===== src/design/rcfca_pkg.sv =====
`timescale 1ns / 1ps
package rcfca_pkg;

  typedef enum logic [2:0] {
    ARM_WAIT_LOW   = 3'd0,
    ARM_WAIT_HIGH  = 3'd1,
    ARM_WAIT_LOW2  = 3'd2,
    ARM_ARMING     = 3'd3,
    ARM_ARMED      = 3'd4,
    ARM_LOCKING    = 3'd5
  } rcfca_arm_state_e;

  typedef enum logic [1:0] {
    LED_NONE  = 2'd0,
    LED_ON    = 2'd1,
    LED_FLASH = 2'd2
  } rcfca_led_e;

  typedef enum logic [2:0] {
    REG_LOSS_LIMIT  = 3'd0,
    REG_IDLE_LOCK   = 3'd1,
    REG_HIGH_HOLD   = 3'd2,
    REG_TILT_GAIN   = 3'd3,
    REG_YAW_STEP    = 3'd4,
    REG_YAW_HIGH    = 3'd5,
    REG_YAW_LOW     = 3'd6,
    REG_NONE        = 3'd7
  } rcfca_reg_e;

  localparam logic [7:0]  HDR_BYTE0 = 8'hAA;
  localparam logic [7:0]  HDR_BYTE1 = 8'hAF;

  localparam logic [10:0] STICK_MIN  = 11'd1000;
  localparam logic [10:0] STICK_MID  = 11'd1500;
  localparam logic [10:0] STICK_MAX  = 11'd2000;
  localparam logic [10:0] CORNER_THR = 11'd1050;
  localparam logic [10:0] CORNER_YAW = 11'd1200;
  localparam logic [10:0] WAKE_THR   = 11'd1150;
  localparam logic [10:0] HIGH_THR   = 11'd1600;
  localparam logic [10:0] LOW2_THR   = 11'd1100;
  localparam logic [10:0] IDLE_THR   = 11'd1020;
  localparam logic [11:0] IDLE_MAX   = 12'd4095;

  localparam logic [9:0]  LOSS_LIMIT_RST = 10'd500;
  localparam logic [11:0] IDLE_LOCK_RST  = 12'd3000;
  localparam logic [7:0]  HIGH_HOLD_RST  = 8'd5;
  localparam logic [7:0]  TILT_GAIN_RST  = 8'd4;
  localparam logic [9:0]  YAW_STEP_RST   = 10'd30;
  localparam logic [10:0] YAW_HIGH_RST   = 11'd1820;
  localparam logic [10:0] YAW_LOW_RST    = 11'd1180;

  typedef struct packed {
    logic        step;
    logic        disarm;
    logic [10:0] thr;
    logic [10:0] yaw;
  } rcfca_arm_req_t;

  typedef struct packed {
    logic             unlocked;
    rcfca_arm_state_e state;
    rcfca_led_e       led;
    logic             imu;
  } rcfca_arm_rsp_t;

  function automatic logic [10:0] clamp_stick(input logic [15:0] v);
    logic [10:0] r;
    if (v < 16'(STICK_MIN)) begin
      r = STICK_MIN;
    end else if (v > 16'(STICK_MAX)) begin
      r = STICK_MAX;
    end else begin
      r = v[10:0];
    end
    return r;
  endfunction

endpackage


===== src/design/rcfca_in_if.sv =====
`timescale 1ns / 1ps
interface rcfca_in_if;
  logic       valid;
  logic       ready;
  logic       action;
  logic [7:0] data_byte;

  modport source (output valid, output action, output data_byte, input ready);
  modport sink (input valid, input action, input data_byte, output ready);
endinterface


===== src/design/rcfca_out_if.sv =====
`timescale 1ns / 1ps
interface rcfca_out_if;
  logic               valid;
  logic               ready;
  logic               frame_valid;
  logic               radio_reinit;
  logic               armed;
  logic [2:0]         arm_state;
  logic               imu_reset;
  logic [1:0]         led_command;
  logic [10:0]        throttle;
  logic [10:0]        yaw_stick;
  logic signed [17:0] pitch_target;
  logic signed [17:0] roll_target;
  logic signed [23:0] yaw_target;

  modport source (
    output valid, input ready,
    output frame_valid, output radio_reinit, output armed, output arm_state,
    output imu_reset, output led_command, output throttle, output yaw_stick,
    output pitch_target, output roll_target, output yaw_target
  );
  modport sink (
    input valid, output ready,
    input frame_valid, input radio_reinit, input armed, input arm_state,
    input imu_reset, input led_command, input throttle, input yaw_stick,
    input pitch_target, input roll_target, input yaw_target
  );
endinterface


===== src/design/rcfca_arm_seq.sv =====
`timescale 1ns / 1ps
module rcfca_arm_seq (
  input  logic                    clk_i,
  input  logic                    rst_ni,
  input  rcfca_pkg::rcfca_arm_req_t req_i,
  input  logic [11:0]             idle_lock_limit_i,
  input  logic [7:0]              high_hold_frames_i,
  output rcfca_pkg::rcfca_arm_rsp_t rsp_o
);

  rcfca_pkg::rcfca_arm_state_e seq_q, seq_d, st_eff;
  logic [7:0]  hold_q, hold_d;
  logic [11:0] idle_q, idle_d;
  logic        unlocked_q, unlocked_d;
  rcfca_pkg::rcfca_led_e led;
  logic        imu;

  // stick corner forces the locking state before the sequence step
  always_comb begin
    if (req_i.thr < rcfca_pkg::CORNER_THR && req_i.yaw < rcfca_pkg::CORNER_YAW) begin
      st_eff = rcfca_pkg::ARM_LOCKING;
    end else begin
      st_eff = seq_q;
    end
  end

  // next state
  always_comb begin
    seq_d = seq_q;
    if (req_i.step) begin
      case (st_eff)
        rcfca_pkg::ARM_WAIT_LOW: begin
          if (req_i.thr < rcfca_pkg::WAKE_THR) seq_d = rcfca_pkg::ARM_WAIT_HIGH;
        end
        rcfca_pkg::ARM_WAIT_HIGH: begin
          if (req_i.thr > rcfca_pkg::HIGH_THR && hold_q >= high_hold_frames_i) begin
            seq_d = rcfca_pkg::ARM_WAIT_LOW2;
          end
        end
        rcfca_pkg::ARM_WAIT_LOW2: begin
          if (req_i.thr < rcfca_pkg::LOW2_THR) seq_d = rcfca_pkg::ARM_ARMING;
        end
        rcfca_pkg::ARM_ARMING: begin
          seq_d = rcfca_pkg::ARM_ARMED;
        end
        rcfca_pkg::ARM_ARMED: begin
          if (req_i.thr < rcfca_pkg::IDLE_THR) begin
            if (idle_q > idle_lock_limit_i) seq_d = rcfca_pkg::ARM_LOCKING;
          end else if (!unlocked_q) begin
            seq_d = rcfca_pkg::ARM_LOCKING;
          end
        end
        rcfca_pkg::ARM_LOCKING: begin
          seq_d = rcfca_pkg::ARM_WAIT_LOW;
        end
        default: begin
          seq_d = rcfca_pkg::ARM_LOCKING;
        end
      endcase
    end
  end

  // counters, unlock flag and pulses
  always_comb begin
    hold_d     = hold_q;
    idle_d     = idle_q;
    unlocked_d = unlocked_q;
    led        = rcfca_pkg::LED_NONE;
    imu        = 1'b0;
    if (req_i.disarm) begin
      unlocked_d = 1'b0;
    end else if (req_i.step) begin
      case (st_eff)
        rcfca_pkg::ARM_WAIT_HIGH: begin
          if (req_i.thr > rcfca_pkg::HIGH_THR) begin
            if (hold_q >= high_hold_frames_i) begin
              hold_d = '0;
            end else begin
              hold_d = hold_q + 8'd1;
            end
          end
        end
        rcfca_pkg::ARM_ARMING: begin
          unlocked_d = 1'b1;
          led        = rcfca_pkg::LED_ON;
          imu        = 1'b1;
        end
        rcfca_pkg::ARM_ARMED: begin
          if (req_i.thr < rcfca_pkg::IDLE_THR) begin
            if (idle_q < rcfca_pkg::IDLE_MAX) idle_d = idle_q + 12'd1;
          end else if (unlocked_q) begin
            idle_d = '0;
          end
        end
        rcfca_pkg::ARM_LOCKING: begin
          led        = rcfca_pkg::LED_FLASH;
          idle_d     = '0;
          unlocked_d = 1'b0;
        end
        default: begin
        end
      endcase
    end
  end

  always_ff @(posedge clk_i or negedge rst_ni) begin
    if (!rst_ni) begin
      seq_q      <= rcfca_pkg::ARM_WAIT_LOW;
      hold_q     <= '0;
      idle_q     <= '0;
      unlocked_q <= 1'b0;
    end else begin
      seq_q      <= seq_d;
      hold_q     <= hold_d;
      idle_q     <= idle_d;
      unlocked_q <= unlocked_d;
    end
  end

  assign rsp_o.unlocked = unlocked_d;
  assign rsp_o.state    = seq_d;
  assign rsp_o.led      = led;
  assign rsp_o.imu      = imu;

endmodule


===== src/design/rc_frame_check_and_arming.sv =====
`timescale 1ns / 1ps
// radio control frame checker and arming sequencer
// in_i carries one transfer per frame byte (action 0) or per empty poll
// (action 1). bytes of a frame come in order; the last byte of a frame and
// every poll each produce one result transfer on out_o, other bytes none.
// a poll in the middle of a frame drops the partial frame.
// the result is in the output register in the cycle after the input
// transfer. throughput: one input transfer per cycle unless out_o stalls,
// since all the work for a transfer is done in the cycle it is accepted.
// when the receiver stalls the result waits in the output register and
// in_i.ready stays low until that result is taken; a result taken in the
// same cycle frees the register for the next input transfer.
// the apb port writes the limits, gain, yaw step and thresholds at 4*index
// and reads them back; writes are meant for an idle block.
// after reset the config registers take their documented defaults, the
// sequencer waits for low throttle and no result is pending.
module rc_frame_check_and_arming #(
  parameter int FRAME_BYTES = 32
) (
  input  logic        clk_i,
  input  logic        rst_ni,
  rcfca_in_if.sink    in_i,
  rcfca_out_if.source out_o,
  input  logic        psel,
  input  logic        penable,
  input  logic        pwrite,
  input  logic [4:0]  paddr,
  input  logic [31:0] pwdata,
  output logic [31:0] prdata,
  output logic        pready
);

  localparam int BW = $clog2(FRAME_BYTES);
  localparam logic [BW-1:0] LastPos  = BW'(FRAME_BYTES - 1);
  localparam logic [BW-1:0] ChanLo   = BW'(4);
  localparam logic [BW-1:0] ChanHi   = BW'(11);

  // configuration
  logic [9:0]  loss_limit_q;
  logic [11:0] idle_lock_q;
  logic [7:0]  high_hold_q;
  logic [7:0]  tilt_gain_q;
  logic [9:0]  yaw_step_q;
  logic [10:0] yaw_high_q;
  logic [10:0] yaw_low_q;
  logic        cfg_wr;
  rcfca_pkg::rcfca_reg_e cfg_idx;

  assign pready  = 1'b1;
  assign cfg_wr  = psel && penable && pwrite;
  assign cfg_idx = rcfca_pkg::rcfca_reg_e'(paddr[4:2]);

  always_ff @(posedge clk_i or negedge rst_ni) begin
    if (!rst_ni) begin
      loss_limit_q <= rcfca_pkg::LOSS_LIMIT_RST;
      idle_lock_q  <= rcfca_pkg::IDLE_LOCK_RST;
      high_hold_q  <= rcfca_pkg::HIGH_HOLD_RST;
      tilt_gain_q  <= rcfca_pkg::TILT_GAIN_RST;
      yaw_step_q   <= rcfca_pkg::YAW_STEP_RST;
      yaw_high_q   <= rcfca_pkg::YAW_HIGH_RST;
      yaw_low_q    <= rcfca_pkg::YAW_LOW_RST;
    end else if (cfg_wr) begin
      case (cfg_idx)
        rcfca_pkg::REG_LOSS_LIMIT: loss_limit_q <= pwdata[9:0];
        rcfca_pkg::REG_IDLE_LOCK:  idle_lock_q  <= pwdata[11:0];
        rcfca_pkg::REG_HIGH_HOLD:  high_hold_q  <= pwdata[7:0];
        rcfca_pkg::REG_TILT_GAIN:  tilt_gain_q  <= pwdata[7:0];
        rcfca_pkg::REG_YAW_STEP:   yaw_step_q   <= pwdata[9:0];
        rcfca_pkg::REG_YAW_HIGH:   yaw_high_q   <= pwdata[10:0];
        rcfca_pkg::REG_YAW_LOW:    yaw_low_q    <= pwdata[10:0];
        default: begin
        end
      endcase
    end
  end

  always_comb begin
    case (cfg_idx)
      rcfca_pkg::REG_LOSS_LIMIT: prdata = 32'(loss_limit_q);
      rcfca_pkg::REG_IDLE_LOCK:  prdata = 32'(idle_lock_q);
      rcfca_pkg::REG_HIGH_HOLD:  prdata = 32'(high_hold_q);
      rcfca_pkg::REG_TILT_GAIN:  prdata = 32'(tilt_gain_q);
      rcfca_pkg::REG_YAW_STEP:   prdata = 32'(yaw_step_q);
      rcfca_pkg::REG_YAW_HIGH:   prdata = 32'(yaw_high_q);
      rcfca_pkg::REG_YAW_LOW:    prdata = 32'(yaw_low_q);
      default:                   prdata = '0;
    endcase
  end

  // frame state
  logic [BW-1:0] pos_q, pos_d;
  logic [7:0]    sum_q, sum_d;
  logic          hdr_q, hdr_d;
  logic [7:0]    ch_q [8];
  logic [2:0]    ch_idx;
  logic          ch_we;
  logic [BW-1:0] ch_off;
  logic signed [23:0] acc_q, acc_d;
  logic [9:0]    loss_q, loss_d;
  logic [10:0]   thr_q, thr_d, yaw_q, yaw_d;

  // output register
  logic               out_valid_q, out_valid_d;
  logic               o_fv_q, o_reinit_q, o_armed_q, o_imu_q;
  logic [2:0]         o_state_q;
  logic [1:0]         o_led_q;
  logic [10:0]        o_thr_q, o_yaw_q;
  logic signed [17:0] o_pitch_q, o_roll_q, pitch_res, roll_res;
  logic signed [23:0] o_acc_q;

  logic accept, at_last, frame_done, poll, produce, frame_ok, good_frame, reinit;
  logic [10:0] roll_c, pitch_c, thr_c, yaw_c;
  logic signed [11:0] pitch_diff, roll_diff;
  logic signed [8:0]  gain_s;
  logic signed [20:0] pitch_prod, roll_prod;
  logic signed [24:0] acc_ext, step_ext, acc_dec, acc_inc;
  logic signed [23:0] dec_sat, inc_sat;

  rcfca_pkg::rcfca_arm_req_t arm_req;
  rcfca_pkg::rcfca_arm_rsp_t arm_rsp;

  assign in_i.ready = !out_valid_q || out_o.ready;
  assign accept     = in_i.valid && in_i.ready;
  assign at_last    = pos_q == LastPos;
  assign poll       = accept && in_i.action;
  assign frame_done = accept && !in_i.action && at_last;
  assign produce    = poll || frame_done;
  assign frame_ok   = hdr_q && (in_i.data_byte == sum_q);
  assign good_frame = frame_done && frame_ok;
  assign reinit     = poll && (loss_q >= loss_limit_q);

  // big-endian channels
  assign roll_c  = rcfca_pkg::clamp_stick({ch_q[0], ch_q[1]});
  assign pitch_c = rcfca_pkg::clamp_stick({ch_q[2], ch_q[3]});
  assign thr_c   = rcfca_pkg::clamp_stick({ch_q[4], ch_q[5]});
  assign yaw_c   = rcfca_pkg::clamp_stick({ch_q[6], ch_q[7]});

  assign gain_s     = $signed({1'b0, tilt_gain_q});
  assign pitch_diff = $signed({1'b0, rcfca_pkg::STICK_MID}) - $signed({1'b0, pitch_c});
  assign roll_diff  = $signed({1'b0, rcfca_pkg::STICK_MID}) - $signed({1'b0, roll_c});
  assign pitch_prod = pitch_diff * gain_s;
  assign roll_prod  = roll_diff * gain_s;
  assign pitch_res  = good_frame ? pitch_prod[17:0] : '0;
  assign roll_res   = good_frame ? roll_prod[17:0] : '0;

  // saturating yaw accumulator
  assign acc_ext  = {acc_q[23], acc_q};
  assign step_ext = $signed({15'd0, yaw_step_q});
  assign acc_dec  = acc_ext - step_ext;
  assign acc_inc  = acc_ext + step_ext;
  assign dec_sat  = (acc_dec[24:23] == 2'b10) ? {1'b1, 23'd0} : acc_dec[23:0];
  assign inc_sat  = (acc_inc[24:23] == 2'b01) ? {1'b0, {23{1'b1}}} : acc_inc[23:0];

  always_comb begin
    acc_d = acc_q;
    thr_d = thr_q;
    yaw_d = yaw_q;
    if (good_frame) begin
      thr_d = thr_c;
      yaw_d = yaw_c;
      if (yaw_c > yaw_high_q) begin
        acc_d = dec_sat;
      end else if (yaw_c < yaw_low_q) begin
        acc_d = inc_sat;
      end
    end
  end

  always_comb begin
    loss_d = loss_q;
    if (poll) begin
      loss_d = reinit ? '0 : loss_q + 10'd1;
    end else if (frame_done) begin
      loss_d = '0;
    end
  end

  assign ch_off = pos_q - ChanLo;
  assign ch_idx = ch_off[2:0];
  assign ch_we  = accept && !in_i.action && !at_last && pos_q >= ChanLo && pos_q <= ChanHi;

  always_comb begin
    pos_d = pos_q;
    sum_d = sum_q;
    hdr_d = hdr_q;
    if (accept) begin
      if (in_i.action || at_last) begin
        pos_d = '0;
        sum_d = '0;
        hdr_d = 1'b0;
      end else begin
        pos_d = pos_q + BW'(1);
        sum_d = sum_q + in_i.data_byte;
        if (pos_q == '0) begin
          hdr_d = in_i.data_byte == rcfca_pkg::HDR_BYTE0;
        end else if (pos_q == BW'(1)) begin
          hdr_d = hdr_q && (in_i.data_byte == rcfca_pkg::HDR_BYTE1);
        end
      end
    end
  end

  assign arm_req.step   = good_frame;
  assign arm_req.disarm = reinit;
  assign arm_req.thr    = thr_c;
  assign arm_req.yaw    = yaw_c;

  rcfca_arm_seq u_arm_seq (
    .clk_i              (clk_i),
    .rst_ni             (rst_ni),
    .req_i              (arm_req),
    .idle_lock_limit_i  (idle_lock_q),
    .high_hold_frames_i (high_hold_q),
    .rsp_o              (arm_rsp)
  );

  always_ff @(posedge clk_i or negedge rst_ni) begin
    if (!rst_ni) begin
      pos_q  <= '0;
      sum_q  <= '0;
      hdr_q  <= 1'b0;
      acc_q  <= '0;
      loss_q <= '0;
      thr_q  <= rcfca_pkg::STICK_MIN;
      yaw_q  <= rcfca_pkg::STICK_MID;
    end else begin
      pos_q  <= pos_d;
      sum_q  <= sum_d;
      hdr_q  <= hdr_d;
      acc_q  <= acc_d;
      loss_q <= loss_d;
      thr_q  <= thr_d;
      yaw_q  <= yaw_d;
    end
  end

  always_ff @(posedge clk_i) begin
    if (ch_we) ch_q[ch_idx] <= in_i.data_byte;
  end

  always_comb begin
    if (produce) begin
      out_valid_d = 1'b1;
    end else if (out_o.ready) begin
      out_valid_d = 1'b0;
    end else begin
      out_valid_d = out_valid_q;
    end
  end

  always_ff @(posedge clk_i or negedge rst_ni) begin
    if (!rst_ni) begin
      out_valid_q <= 1'b0;
    end else begin
      out_valid_q <= out_valid_d;
    end
  end

  always_ff @(posedge clk_i) begin
    if (produce) begin
      o_fv_q     <= good_frame;
      o_reinit_q <= reinit;
      o_armed_q  <= arm_rsp.unlocked;
      o_state_q  <= arm_rsp.state;
      o_imu_q    <= arm_rsp.imu;
      o_led_q    <= arm_rsp.led;
      o_thr_q    <= thr_d;
      o_yaw_q    <= yaw_d;
      o_pitch_q  <= pitch_res;
      o_roll_q   <= roll_res;
      o_acc_q    <= acc_d;
    end
  end

  assign out_o.valid        = out_valid_q;
  assign out_o.frame_valid  = o_fv_q;
  assign out_o.radio_reinit = o_reinit_q;
  assign out_o.armed        = o_armed_q;
  assign out_o.arm_state    = o_state_q;
  assign out_o.imu_reset    = o_imu_q;
  assign out_o.led_command  = o_led_q;
  assign out_o.throttle     = o_thr_q;
  assign out_o.yaw_stick    = o_yaw_q;
  assign out_o.pitch_target = o_pitch_q;
  assign out_o.roll_target  = o_roll_q;
  assign out_o.yaw_target   = o_acc_q;

endmodule

===== src/flat_wrapper.sv =====
// flat-port wrapper written by rule: the top's interface ports become plain ports
module rc_frame_check_and_arming_flat 
#(
  parameter int FRAME_BYTES = 32
)
  (clk_i, rst_ni, psel, penable, pwrite, paddr, pwdata, prdata, pready, in_i_valid, in_i_action, in_i_data_byte, in_i_ready, out_o_valid, out_o_ready, out_o_frame_valid, out_o_radio_reinit, out_o_armed, out_o_arm_state, out_o_imu_reset, out_o_led_command, out_o_throttle, out_o_yaw_stick, out_o_pitch_target, out_o_roll_target, out_o_yaw_target);
  rcfca_in_if in_i_i ();
  rcfca_out_if out_o_i ();
  input  logic clk_i;
  input  logic rst_ni;
  input  logic psel;
  input  logic penable;
  input  logic pwrite;
  input  logic [4:0] paddr;
  input  logic [31:0] pwdata;
  output logic [31:0] prdata;
  output logic pready;
  input wire logic [$bits(in_i_i.valid)-1:0] in_i_valid;
  input wire logic [$bits(in_i_i.action)-1:0] in_i_action;
  input wire logic [$bits(in_i_i.data_byte)-1:0] in_i_data_byte;
  output wire logic [$bits(in_i_i.ready)-1:0] in_i_ready;
  output wire logic [$bits(out_o_i.valid)-1:0] out_o_valid;
  input wire logic [$bits(out_o_i.ready)-1:0] out_o_ready;
  output wire logic [$bits(out_o_i.frame_valid)-1:0] out_o_frame_valid;
  output wire logic [$bits(out_o_i.radio_reinit)-1:0] out_o_radio_reinit;
  output wire logic [$bits(out_o_i.armed)-1:0] out_o_armed;
  output wire logic [$bits(out_o_i.arm_state)-1:0] out_o_arm_state;
  output wire logic [$bits(out_o_i.imu_reset)-1:0] out_o_imu_reset;
  output wire logic [$bits(out_o_i.led_command)-1:0] out_o_led_command;
  output wire logic [$bits(out_o_i.throttle)-1:0] out_o_throttle;
  output wire logic [$bits(out_o_i.yaw_stick)-1:0] out_o_yaw_stick;
  output wire logic [$bits(out_o_i.pitch_target)-1:0] out_o_pitch_target;
  output wire logic [$bits(out_o_i.roll_target)-1:0] out_o_roll_target;
  output wire logic [$bits(out_o_i.yaw_target)-1:0] out_o_yaw_target;
  assign in_i_i.valid = in_i_valid;
  assign in_i_i.action = in_i_action;
  assign in_i_i.data_byte = in_i_data_byte;
  assign in_i_ready = in_i_i.ready;
  assign out_o_valid = out_o_i.valid;
  assign out_o_i.ready = out_o_ready;
  assign out_o_frame_valid = out_o_i.frame_valid;
  assign out_o_radio_reinit = out_o_i.radio_reinit;
  assign out_o_armed = out_o_i.armed;
  assign out_o_arm_state = out_o_i.arm_state;
  assign out_o_imu_reset = out_o_i.imu_reset;
  assign out_o_led_command = out_o_i.led_command;
  assign out_o_throttle = out_o_i.throttle;
  assign out_o_yaw_stick = out_o_i.yaw_stick;
  assign out_o_pitch_target = out_o_i.pitch_target;
  assign out_o_roll_target = out_o_i.roll_target;
  assign out_o_yaw_target = out_o_i.yaw_target;
  rc_frame_check_and_arming #(.FRAME_BYTES(FRAME_BYTES)) u_core (.clk_i(clk_i), .rst_ni(rst_ni), .in_i(in_i_i), .out_o(out_o_i), .psel(psel), .penable(penable), .pwrite(pwrite), .paddr(paddr), .pwdata(pwdata), .prdata(prdata), .pready(pready));
endmodule

===== config.mk =====
export PLATFORM = sky130hd
export DESIGN_NAME = rc_frame_check_and_arming_flat
export DESIGN_NICKNAME = d
export VERILOG_FILES = /design/src/design/rcfca_pkg.sv /design/src/design/rcfca_in_if.sv /design/src/design/rcfca_out_if.sv /design/src/design/rcfca_arm_seq.sv /design/src/design/rc_frame_check_and_arming.sv /design/src/flat_wrapper.sv
export SDC_FILE = /design/constraint.sdc
export NUM_CORES = 1
export LEC_CHECK = 0
export ABC_AREA = 1
export BUFFER_PORTS_ARGS = -buffer_cell sky130_fd_sc_hd__buf_4
export CORE_ASPECT_RATIO = 0.9
export CORE_UTILIZATION = 45
export DETAILED_ROUTE_END_ITERATION = 7
export GPL_ROUTABILITY_DRIVEN = 0
export PLACE_DENSITY = 0.72
export SLEW_MARGIN = 5
export SYNTH_ARGS = -nofsm -noshare
export SYNTH_HDL_FRONTEND = slang
export SYNTH_SLANG_ARGS = --single-unit

===== constraint.sdc =====
create_clock -name clk_i -period 11.8 [get_ports clk_i]
set_clock_uncertainty 0.15 [all_clocks]
set_input_delay 0.59 -clock clk_i [delete_from_list [all_inputs] [get_ports clk_i]]
set_output_delay 0.59 -clock clk_i [all_outputs]
set_load 0.005 [all_outputs]

Word level (Yosys, flattened, before mapping)
Memory sizes are Yosys's and may differ from the RTL's.
Cells that the tools add are included.
{"block": "totals", "ff_bits": 256, "mem_bits_rw": 64, "out_inout_bits": 126, "word_cells": 173, "memories": 1}
{"block": "classes", "n_addsub": 10, "mul": 2, "magnitude_cmp": 22, "n_eq_ne": 20, "n_mux": 47, "bitwise": 2, "reduce_logical": 39}
{"memory": "u_core.ch_q", "depth": 8, "word_bits": 8, "rd": 8, "rd_clocked_by_memory_dff": 0, "wr": 1, "line": "rc_frame_check_and_arming.sv:94", "rtl": "logic [7:0] ch_q [8];"}
{"cell": "24-bit two-way mux", "count": 5}
{"cell": "11-bit two-way mux", "count": 10}
{"cell": "12-bit one-hot mux with 7 select lines", "count": 1}
{"cell": "16-bit by 11-bit > comparator with 1-bit output, second input constant", "count": 4}
{"cell": "16-bit by 10-bit < comparator with 1-bit output, second input constant", "count": 4}
{"cell": "11-bit < comparator, second input constant", "count": 4}
{"cell": "12-bit by 9-bit multiplier with 18-bit output", "count": 2}
{"cell": "12-bit two-way mux", "count": 3}
{"cell": "10-bit two-way mux", "count": 3}
{"cell": "24-bit by 11-bit adder with 25-bit output", "count": 1}
{"cell": "24-bit by 11-bit subtractor with 25-bit output", "count": 1}
{"cell": "3-bit two-way mux", "count": 8}
{"cell": "12-bit one-hot mux with 2 select lines", "count": 1}
{"cell": "11-bit by 11-bit subtractor with 12-bit output, first input constant", "count": 2}
{"cell": "3-bit one-hot mux with 6 select lines", "count": 1}
{"cell": "8-bit equality test, second input constant", "count": 2}
{"cell": "8-bit two-way mux", "count": 2}
{"cell": "2-bit AND reduction", "count": 8}
{"cell": "3-bit equality test, second input constant", "count": 5}
{"cell": "1-bit logical AND", "count": 15}
{"cell": "12-bit by 1-bit adder with 12-bit output, second input constant", "count": 1}
{"cell": "3-bit by 2-bit equality test with 1-bit output, second input constant", "count": 4}
{"cell": "12-bit > comparator", "count": 1}
{"cell": "12-bit < comparator, second input constant", "count": 1}
{"cell": "34 further kinds", "count": 53}

Longest topological paths before layout
Gate-level depths: netlist of the first run.
An unclocked memory read counts as a cell.
{"block": "depth", "ltp_word": 11, "ltp_mapped": 42, "depth_no_buf": 42}

Cells and area by module
A second synthesis of the first run with hierarchy kept.
{"block": "hier_totals", "hier_cells": 3043, "hier_area_um2": 24770.0}
{"mod": "rc_frame_check_and_arming", "n_inst": 1, "cells_each": 2704, "area_per_inst_um2": 22512.8, "seq_area_each_um2": 8237.9}
{"mod": "rcfca_arm_seq", "n_inst": 1, "cells_each": 339, "area_per_inst_um2": 2257.2, "seq_area_each_um2": 600.6}

Least setup slack after synthesis of the first run
No wires, ideal clock.
{"block": "synth_path", "path_type": "reg2reg", "startpoint": "memory u_core.ch_q[3][6]", "endpoint": "register u_core.o_pitch_q[17] (netlist: u_core.out_o.pitch_target[17]), data pin", "arrival_ns": 6.115, "required_time_ns": 11.395, "slack_ns": 5.281, "path_stages_with_launch": 36, "path_cell_list": "edfxtp_1 > nand2_1 > nor2_1 > o211ai_1 > nand2_1 > inv_1 > nor3_1 > clkinv_1 > ha_1 > or4_1 > xnor2_2 > inv_2 > nand2_1 > fa_1 > fa_1 > inv_1 > fa_1 > inv_1 > fa_1 > inv_1 > ha_1 > a21oi_1 > o21ai_0 > o21bai_1 > nand2_1 > nand2_1 > nand2_1 > nand2_1 > nand2_1 > nand2_1 > nand2_1 > nand2_1 > a21oi_1 > nand3_1 > nand2_1 > nor2_1"}
{"element": "from (decl)", "line": "rc_frame_check_and_arming.sv:94"}
{"element": "to (signal assigned)", "line": "rc_frame_check_and_arming.sv:269", "rtl": "o_pitch_q <= pitch_res;"}
{"element": "to (decl)", "line": "rc_frame_check_and_arming.sv:108", "rtl": "logic signed [17:0] o_pitch_q, o_roll_q, pitch_res, roll_res;"}

==> results.sh, run 1 <==
export IMPL_cp_end_kind="flip-flop"
export IMPL_initial_core_util=0.4568
export IMPL_drt_pass1_iter_count=8
export IMPL_cp_max_fo=8
export IMPL_netlist_instances=2951
export IMPL_power_leakage_nw=13.15
export IMPL_netlist_area_um2=24280
export IMPL_antenna_found_initial=0
export IMPL_clock_sinks=320
export IMPL_layout_nets=3416
export IMPL_worstSetupPathType="reg2reg"
export IMPL_grt_use_total=0.2283
export IMPL_critPathLaunch="u_core.ch_q[3][7]$_DFFE_PP_"
export IMPL_yosysSeqAreaShare=0.3641
export IMPL_num_vias=19837
export IMPL_final_setup_tns_ns=0
export IMPL_path_buf_inv=7
export IMPL_antenna_cells=0
export IMPL_gr_total_overflow=0
export IMPL_hold_violations=0
export IMPL_ff2ff_path_depth=30
export IMPL_failed_checks="DRC"
export IMPL_drt_iter0_drc=1729
export IMPL_fin_cells=3790
export IMPL_fin_crit_sh=0.6329
export IMPL_root_buffer="clkbuf_16"
export IMPL_grt_max_degree=92
export IMPL_avgSynthCellArea_um2=8.227
export IMPL_holdBufCountCts=1
export IMPL_worstHoldPathType="in2reg"
export IMPL_yosys_warnings=0
export IMPL_syn2layout_area_growth_pct=12.10
export IMPL_drive_gt1_frac=0.09861
export IMPL_tritoncts="done"
export IMPL_core_area_um2=53150
export IMPL_synth_edf_count=155
export IMPL_dieHeight_um=222.4
export IMPL_ir_worst_vdd_mv=0.09048
export IMPL_required_ns=11.97
export IMPL_numCtsBuffers=36
export IMPL_regToRegSetupSlack_ns=4.33
export IMPL_r2r_start="u_core.ch_q[3][7]$_DFFE_PP_"
export IMPL_ctsLongestPathBuffers=3
export IMPL_ant_nets=0
export IMPL_ys_flop_type="edfxtp_1"
export IMPL_wl_per_cell_um=16.10
export IMPL_critPathArrivalTime_ns=7.63
export IMPL_worst_pin_slew_ns=1.172
export IMPL_yosys_register_bits=320
export IMPL_drv_slew=0
export IMPL_crit_end="u_core.out_o.pitch_target[16]$_SDFFCE_PN0P_"
export IMPL_max_stage_delay_ns=0.58
export IMPL_place_inst=3723
export IMPL_grt_pass1_vias=18827
export IMPL_ys_types=68
export IMPL_max_freq_mhz=133.9
export IMPL_hpwlAfterDp_um=45550
export IMPL_cts_reportedPaths_clkPinSlew_ns=0.06
export IMPL_wl_um=61030
export IMPL_crit_slowest_cell="or4_1"
export IMPL_rsz0062_at_grt="no"
export IMPL_viasPerCell=5.234
export IMPL_hold_slack_ns=0.1210
export IMPL_ys_async_sr_fraction=0.5156
export IMPL_slew_headroom=0.2160
export IMPL_status="finished with violations"
export IMPL_pin_count=179
export IMPL_cp_start_kind="flip-flop"
export IMPL_cp_top_family="adder cells"
export IMPL_io_buffers=135
export IMPL_pwr_density_cell_nw_per_um2=152.4
export IMPL_drc=24
export IMPL_die_area_um2=54880
export IMPL_htree_levels=2
export IMPL_period_needed_ns=7.468
export IMPL_r2r_end="u_core.out_o.pitch_target[16]$_SDFFCE_PN0P_"
export IMPL_post_cts_buffers=0
export IMPL_post_cts_resized=0
export IMPL_rows=80
export IMPL_die_w_um=246.8
export IMPL_drv_cap=0
export IMPL_cp_num_cells=30
export IMPL_setup_viol=0
export IMPL_clock_latency_ns=0.57
export IMPL_grt_first_pass_wirelength_um=99800
logic make-up after synthesis:
logic type | share of synthesized area
flops | 0.3641
xor+xnor | 0.02412
simple gates | 0.2139
other cells | 0.0003093
buf+inv | 0.1026
compound gates | 0.09777
fa+ha+maj | 0.1972
cell usage after synthesis, types with 10 or more instances:
cell / count / area share
nor4_1: 10 / 0.0026
nand4_1: 42 / 0.011
fa_1: 141 / 0.12
inv_1: 534 / 0.083
dfstp_2: 44 / 0.048
o22ai_1: 27 / 0.0070
clkbuf_1: 53 / 0.0082
xor2_1: 51 / 0.018
nor3_1: 51 / 0.011
o211ai_1: 22 / 0.0068
nor2_1: 316 / 0.049
ha_1: 157 / 0.081
or2_2: 11 / 0.0028
o21ai_0: 156 / 0.032
dfrtp_1: 121 / 0.12
nand2_1: 624 / 0.096
buf_2: 11 / 0.0023
xnor2_1: 14 / 0.0051
nand3_1: 122 / 0.025
edfxtp_1: 155 / 0.19
buf_4: 25 / 0.0077
a21oi_1: 134 / 0.028
state kept, by name, summed over array words and instances, names as in the netlist, 2 cells and up:
register / flops
u_core.acc_q: 24
u_core.ch_q: 64
u_core.high_hold_q: 8
u_core.idle_lock_q: 12
u_core.loss_limit_q: 10
u_core.loss_q: 10
u_core.out_o.arm_state: 3
u_core.out_o.led_command: 2
u_core.out_o.pitch_target: 18
u_core.out_o.roll_target: 18
u_core.out_o.throttle: 11
u_core.out_o.yaw_stick: 11
u_core.out_o.yaw_target: 24
u_core.pos_q: 5
u_core.sum_q: 8
u_core.thr_q: 11
u_core.tilt_gain_q: 8
u_core.u_arm_seq.hold_q: 8
u_core.u_arm_seq.idle_q: 12
u_core.u_arm_seq.seq_q: 3
u_core.yaw_high_q: 11
u_core.yaw_low_q: 11
u_core.yaw_q: 11
u_core.yaw_step_q: 10
through the flow:
stage	util	instance area, um2	setup slack (ns)	total power, mW
after floorplan	-	24350	5.281	2.547
after global placement	0.4873	25900	4.470	2.890
after detailed placement	0.4873	25900	4.349	2.921
after CTS	0.5120	27210	4.319	4.178
after global routing	0.5120	27210	3.731	4.489
final	0.5120	27210	4.332	4.146
worst min-delay path, stage by stage:
cell and delay [ns]:
buf_4 0.10, nand2_1 0.04, o21ai_0 0.08
how the worst min path moves through the flow:
stage                                          from                          endpoint  slack [ns]  cells past startpoint
final                                    pwdata[10]  u_core.yaw_low_q[10]$_DFFE_PN1P_        0.12                      3
after global routing                     pwdata[10]  u_core.yaw_low_q[10]$_DFFE_PN1P_        0.11                      3
after CTS                                pwdata[10]  u_core.yaw_low_q[10]$_DFFE_PN1P_        0.09                      3
after detailed placement  u_core.thr_q[1]$_DFF_PN0_         u_core.thr_q[1]$_DFF_PN0_        0.31                      2
after global placement    u_core.yaw_q[5]$_DFF_PN0_         u_core.yaw_q[5]$_DFF_PN0_        0.31                      2
after floorplan                              rst_ni         u_core.acc_q[0]$_DFF_PN0_        0.14                      0
layout make-up:
class | instances | area [um2]
inverters | 544 | 2042
clock inverters | 18 | 264.0
multi-input cells | 2015 | 13040
fillers | 4947 | 25940
flip-flops and latches | 320 | 8838
repair buffers | 148 | 1117
clock buffers | 48 | 1039
well taps | 697 | 872.1
cell usage in the layout, fill, tap and decap left out, drive strengths merged, types with 27 or more instances in the layout:
cell / instances
ha: 157
edfxtp: 155
nor3: 53
xor2: 51
nand2: 631
clkbuf: 48
nand3: 127
dfstp: 44
nand4: 43
fa: 141
inv: 543
a21oi: 134
o21ai: 164
dfrtp: 121
nor2: 325
o22ai: 27
buf: 147
routing by layer:
layer / vias to the layer above / global-route usage / part of all wire
met5: - / 0 / 0
met2: 672 / 0.3430 / 0.43
met1: 9377 / 0.3299 / 0.47
met4: 0 / 0.07905 / 0.028
met3: 116 / 0.04107 / 0.072
li1: 9672 / - / -
power breakdown:
group	total [mW]	switching, mW	internal (mW)
registers	1.36	0.0825	1.28
logic	1.56	0.971	0.586
clock network	1.23	0.492	0.740
total	4.15	1.54	2.60
(Power assumes the default switching activity.)
==> run 2: changes to the inputs <==
==> constraint.sdc (replaced) <==
create_clock -name clk_i -period 7.8 [get_ports clk_i]
set_clock_uncertainty 0.15 [all_clocks]
set_input_delay 0.39 -clock clk_i [delete_from_list [all_inputs] [get_ports clk_i]]
set_output_delay 0.39 -clock clk_i [all_outputs]
set_load 0.005 [all_outputs]
==> run 2 against run 1 <==
  * Via count fell by 0.37%
  * Combinational power rose by 53%
  * The run still ends with DRC left
  * Critical path depth rose by 5
  * Sequential cell count did not move
  * Sequential share of layout area fell by 0.20 points
  * Global-route usage fell by 0.060 points
  * Utilization rose by 0.32 points
  * Clock power rose by 50%
  * Die area did not move
  * Non-clock buffer count rose by 21
  * Sequential power rose by 51%
  * Worst setup slack got worse by 3.8 ns
==> results.sh, run 2 (synthesis results as in run 1) <==
export IMPL_status="finished with violations"
export IMPL_failed_checks="DRC"
export IMPL_final_setup_tns_ns=0
export IMPL_initial_core_util=0.4568
export IMPL_max_stage_delay_ns=0.58
export IMPL_r2r_end="u_core.out_o.pitch_target[17]$_SDFFCE_PN0P_"
export IMPL_dieHeight_um=222.4
export IMPL_die_w_um=246.8
export IMPL_largest_reg_flops=64
export IMPL_slew_headroom=0.2778
export IMPL_die_area_um2=54880
export IMPL_hold_slack_ns=0.005169
export IMPL_path_buf_inv=6
export IMPL_worstHoldPathType="in2reg"
export IMPL_drt_pass1_iter_count=8
export IMPL_final_cell_mix="nand2_1 (623), inv_1 (534), nor2_1 (315), ha_1 (157)"
export IMPL_drv_cap=0
export IMPL_io_buffers=135
export IMPL_grt_pass1_vias=18921
export IMPL_numCtsBuffers=35
export IMPL_rows=80
export IMPL_final_common_cell="nand2_1"
export IMPL_cp_start_kind="flip-flop"
export IMPL_pwr_density_cell_nw_per_um2=229.5
export IMPL_setup_viol=0
export IMPL_worstSetupPathType="reg2reg"
export IMPL_cp_end_kind="flip-flop"
export IMPL_grt_first_pass_wirelength_um=99570
export IMPL_regToRegSetupSlack_ns=0.55
export IMPL_layout_nets=3436
export IMPL_critPathLaunch="u_core.ch_q[3][7]$_DFFE_PP_"
export IMPL_period_needed_ns=7.249
export IMPL_ir_worst_vdd_mv=0.1609
export IMPL_crit_slowest_cell="or4_1"
export IMPL_power_leakage_nw=13.24
export IMPL_r2r_start="u_core.ch_q[3][7]$_DFFE_PP_"
export IMPL_max_freq_mhz=138.0
export IMPL_hold_end="u_core.ch_q[5][6]$_DFFE_PP_"
export IMPL_root_buffer="clkbuf_16"
export IMPL_cp_max_fo=8
export IMPL_ff2ff_path_depth=35
export IMPL_wl_um=61390
export IMPL_min_from="in_i_data_byte[6]"
export IMPL_hpwlAfterDp_um=46130
export IMPL_tritoncts="done"
export IMPL_cp_top_family="adder cells"
export IMPL_drv_slew=0
export IMPL_syn2layout_area_growth_pct=12.80
export IMPL_regMostFlops="u_core.ch_q"
export IMPL_ant_nets=0
export IMPL_pin_count=179
export IMPL_core_area_um2=53150
export IMPL_worst_pin_slew_ns=1.079
export IMPL_htree_levels=2
export IMPL_viasPerCell=5.189
export IMPL_cts_reportedPaths_clkPinSlew_ns=0.06
export IMPL_required_ns=7.96
export IMPL_gr_total_overflow=0
export IMPL_drive_gt1_frac=0.09994
export IMPL_grt_use_total=0.2277
export IMPL_hold_path_cell_count=1
export IMPL_num_vias=19764
export IMPL_clock_latency_ns=0.57
export IMPL_rsz0062_at_grt="no"
export IMPL_critPathMostFrequentCell="nand2_1"
export IMPL_grt_max_degree=73
export IMPL_ctsLongestPathBuffers=3
export IMPL_fin_crit_sh=0.9293
export IMPL_drt_iter0_drc=1536
export IMPL_antenna_found_initial=0
export IMPL_clock_sinks=320
export IMPL_wl_per_cell_um=16.12
export IMPL_drc=24
export IMPL_critPathArrivalTime_ns=7.41
export IMPL_hold_violations=0
export IMPL_antenna_cells=0
[run 2: cell type report]
class                   count  area (um2)
clock buffers              42       942.2
clock inverters            22       334.1
fillers                  4850       25770
inverters                 544        2042
multi-input cells        2015       13040
flip-flops and latches    320        8838
well taps                 697       872.1
repair buffers            169        1315
[run 2: repair_timing]
item / 4_1_cts / 5_1_grt
buffers inserted: 0 / 0
hold buffers: 17 / 0
hold endpoints to repair: 116 / 0
setup endpoints to repair: 0 / 3
gates resized for setup: 0 / 2
[run 2: worst max path at each step]
stage,end,cells past startpoint
floorplan,u_core.out_o.pitch_target[17]$_SDFFCE_PN0P_,35
global placement,u_core.out_o.pitch_target[16]$_SDFFCE_PN0P_,31
detailed placement,u_core.out_o.pitch_target[17]$_SDFFCE_PN0P_,35
CTS,u_core.out_o.pitch_target[17]$_SDFFCE_PN0P_,35
global route,u_core.out_o.pitch_target[16]$_SDFFCE_PN0P_,30
finish,u_core.out_o.pitch_target[17]$_SDFFCE_PN0P_,35
[run 2: report_power, final]
group          switching [mW]  internal (mW)  leakage (nW)
registers               0.119           1.93          3.44
logic                    1.48          0.899          9.17
clock network           0.742           1.11         0.625
total                    2.34           3.94          13.2
[run 2: per-layer routing]
| layer | GRT usage | vias to the layer above | wire length [um] |
|---|---|---|---|
| met5 | 0 | - | 0 |
| met2 | 0.3485 | 676 | 26880 |
| li1 | - | 9719 | - |
| met1 | 0.3240 | 9248 | 28080 |
| met4 | 0.07348 | 0 | 1761 |
| met3 | 0.04348 | 121 | 4677 |
[run 2: worst reg2reg max path, delay by kind of cell, from the launching register on]
family / cells / cell delay [ns]
AO/OA/AOI/OAI: 5 / 0.72
XOR/XNOR: 1 / 0.35
adder cells (fa/ha/maj): 6 / 2.65
buffers and inverters: 6 / 0.54
flip-flops: 1 / 0.38
AND/OR/NAND/NOR: 17 / 2.22
[run 2: metrics by stage]
stage	cell area [um2]	total power [mW]	setup slack (ns)	util	cells
after global placement	25940	4.380	0.5658	0.4880	3728
after floorplan	24350	3.853	1.281	-	2970
after CTS	27390	6.330	0.3884	0.5152	3809
after detailed placement	25940	4.438	0.4167	0.4880	3728
after global routing	27390	6.798	0.006964	0.5152	3809
final	27390	6.284	0.5512	0.5152	3809
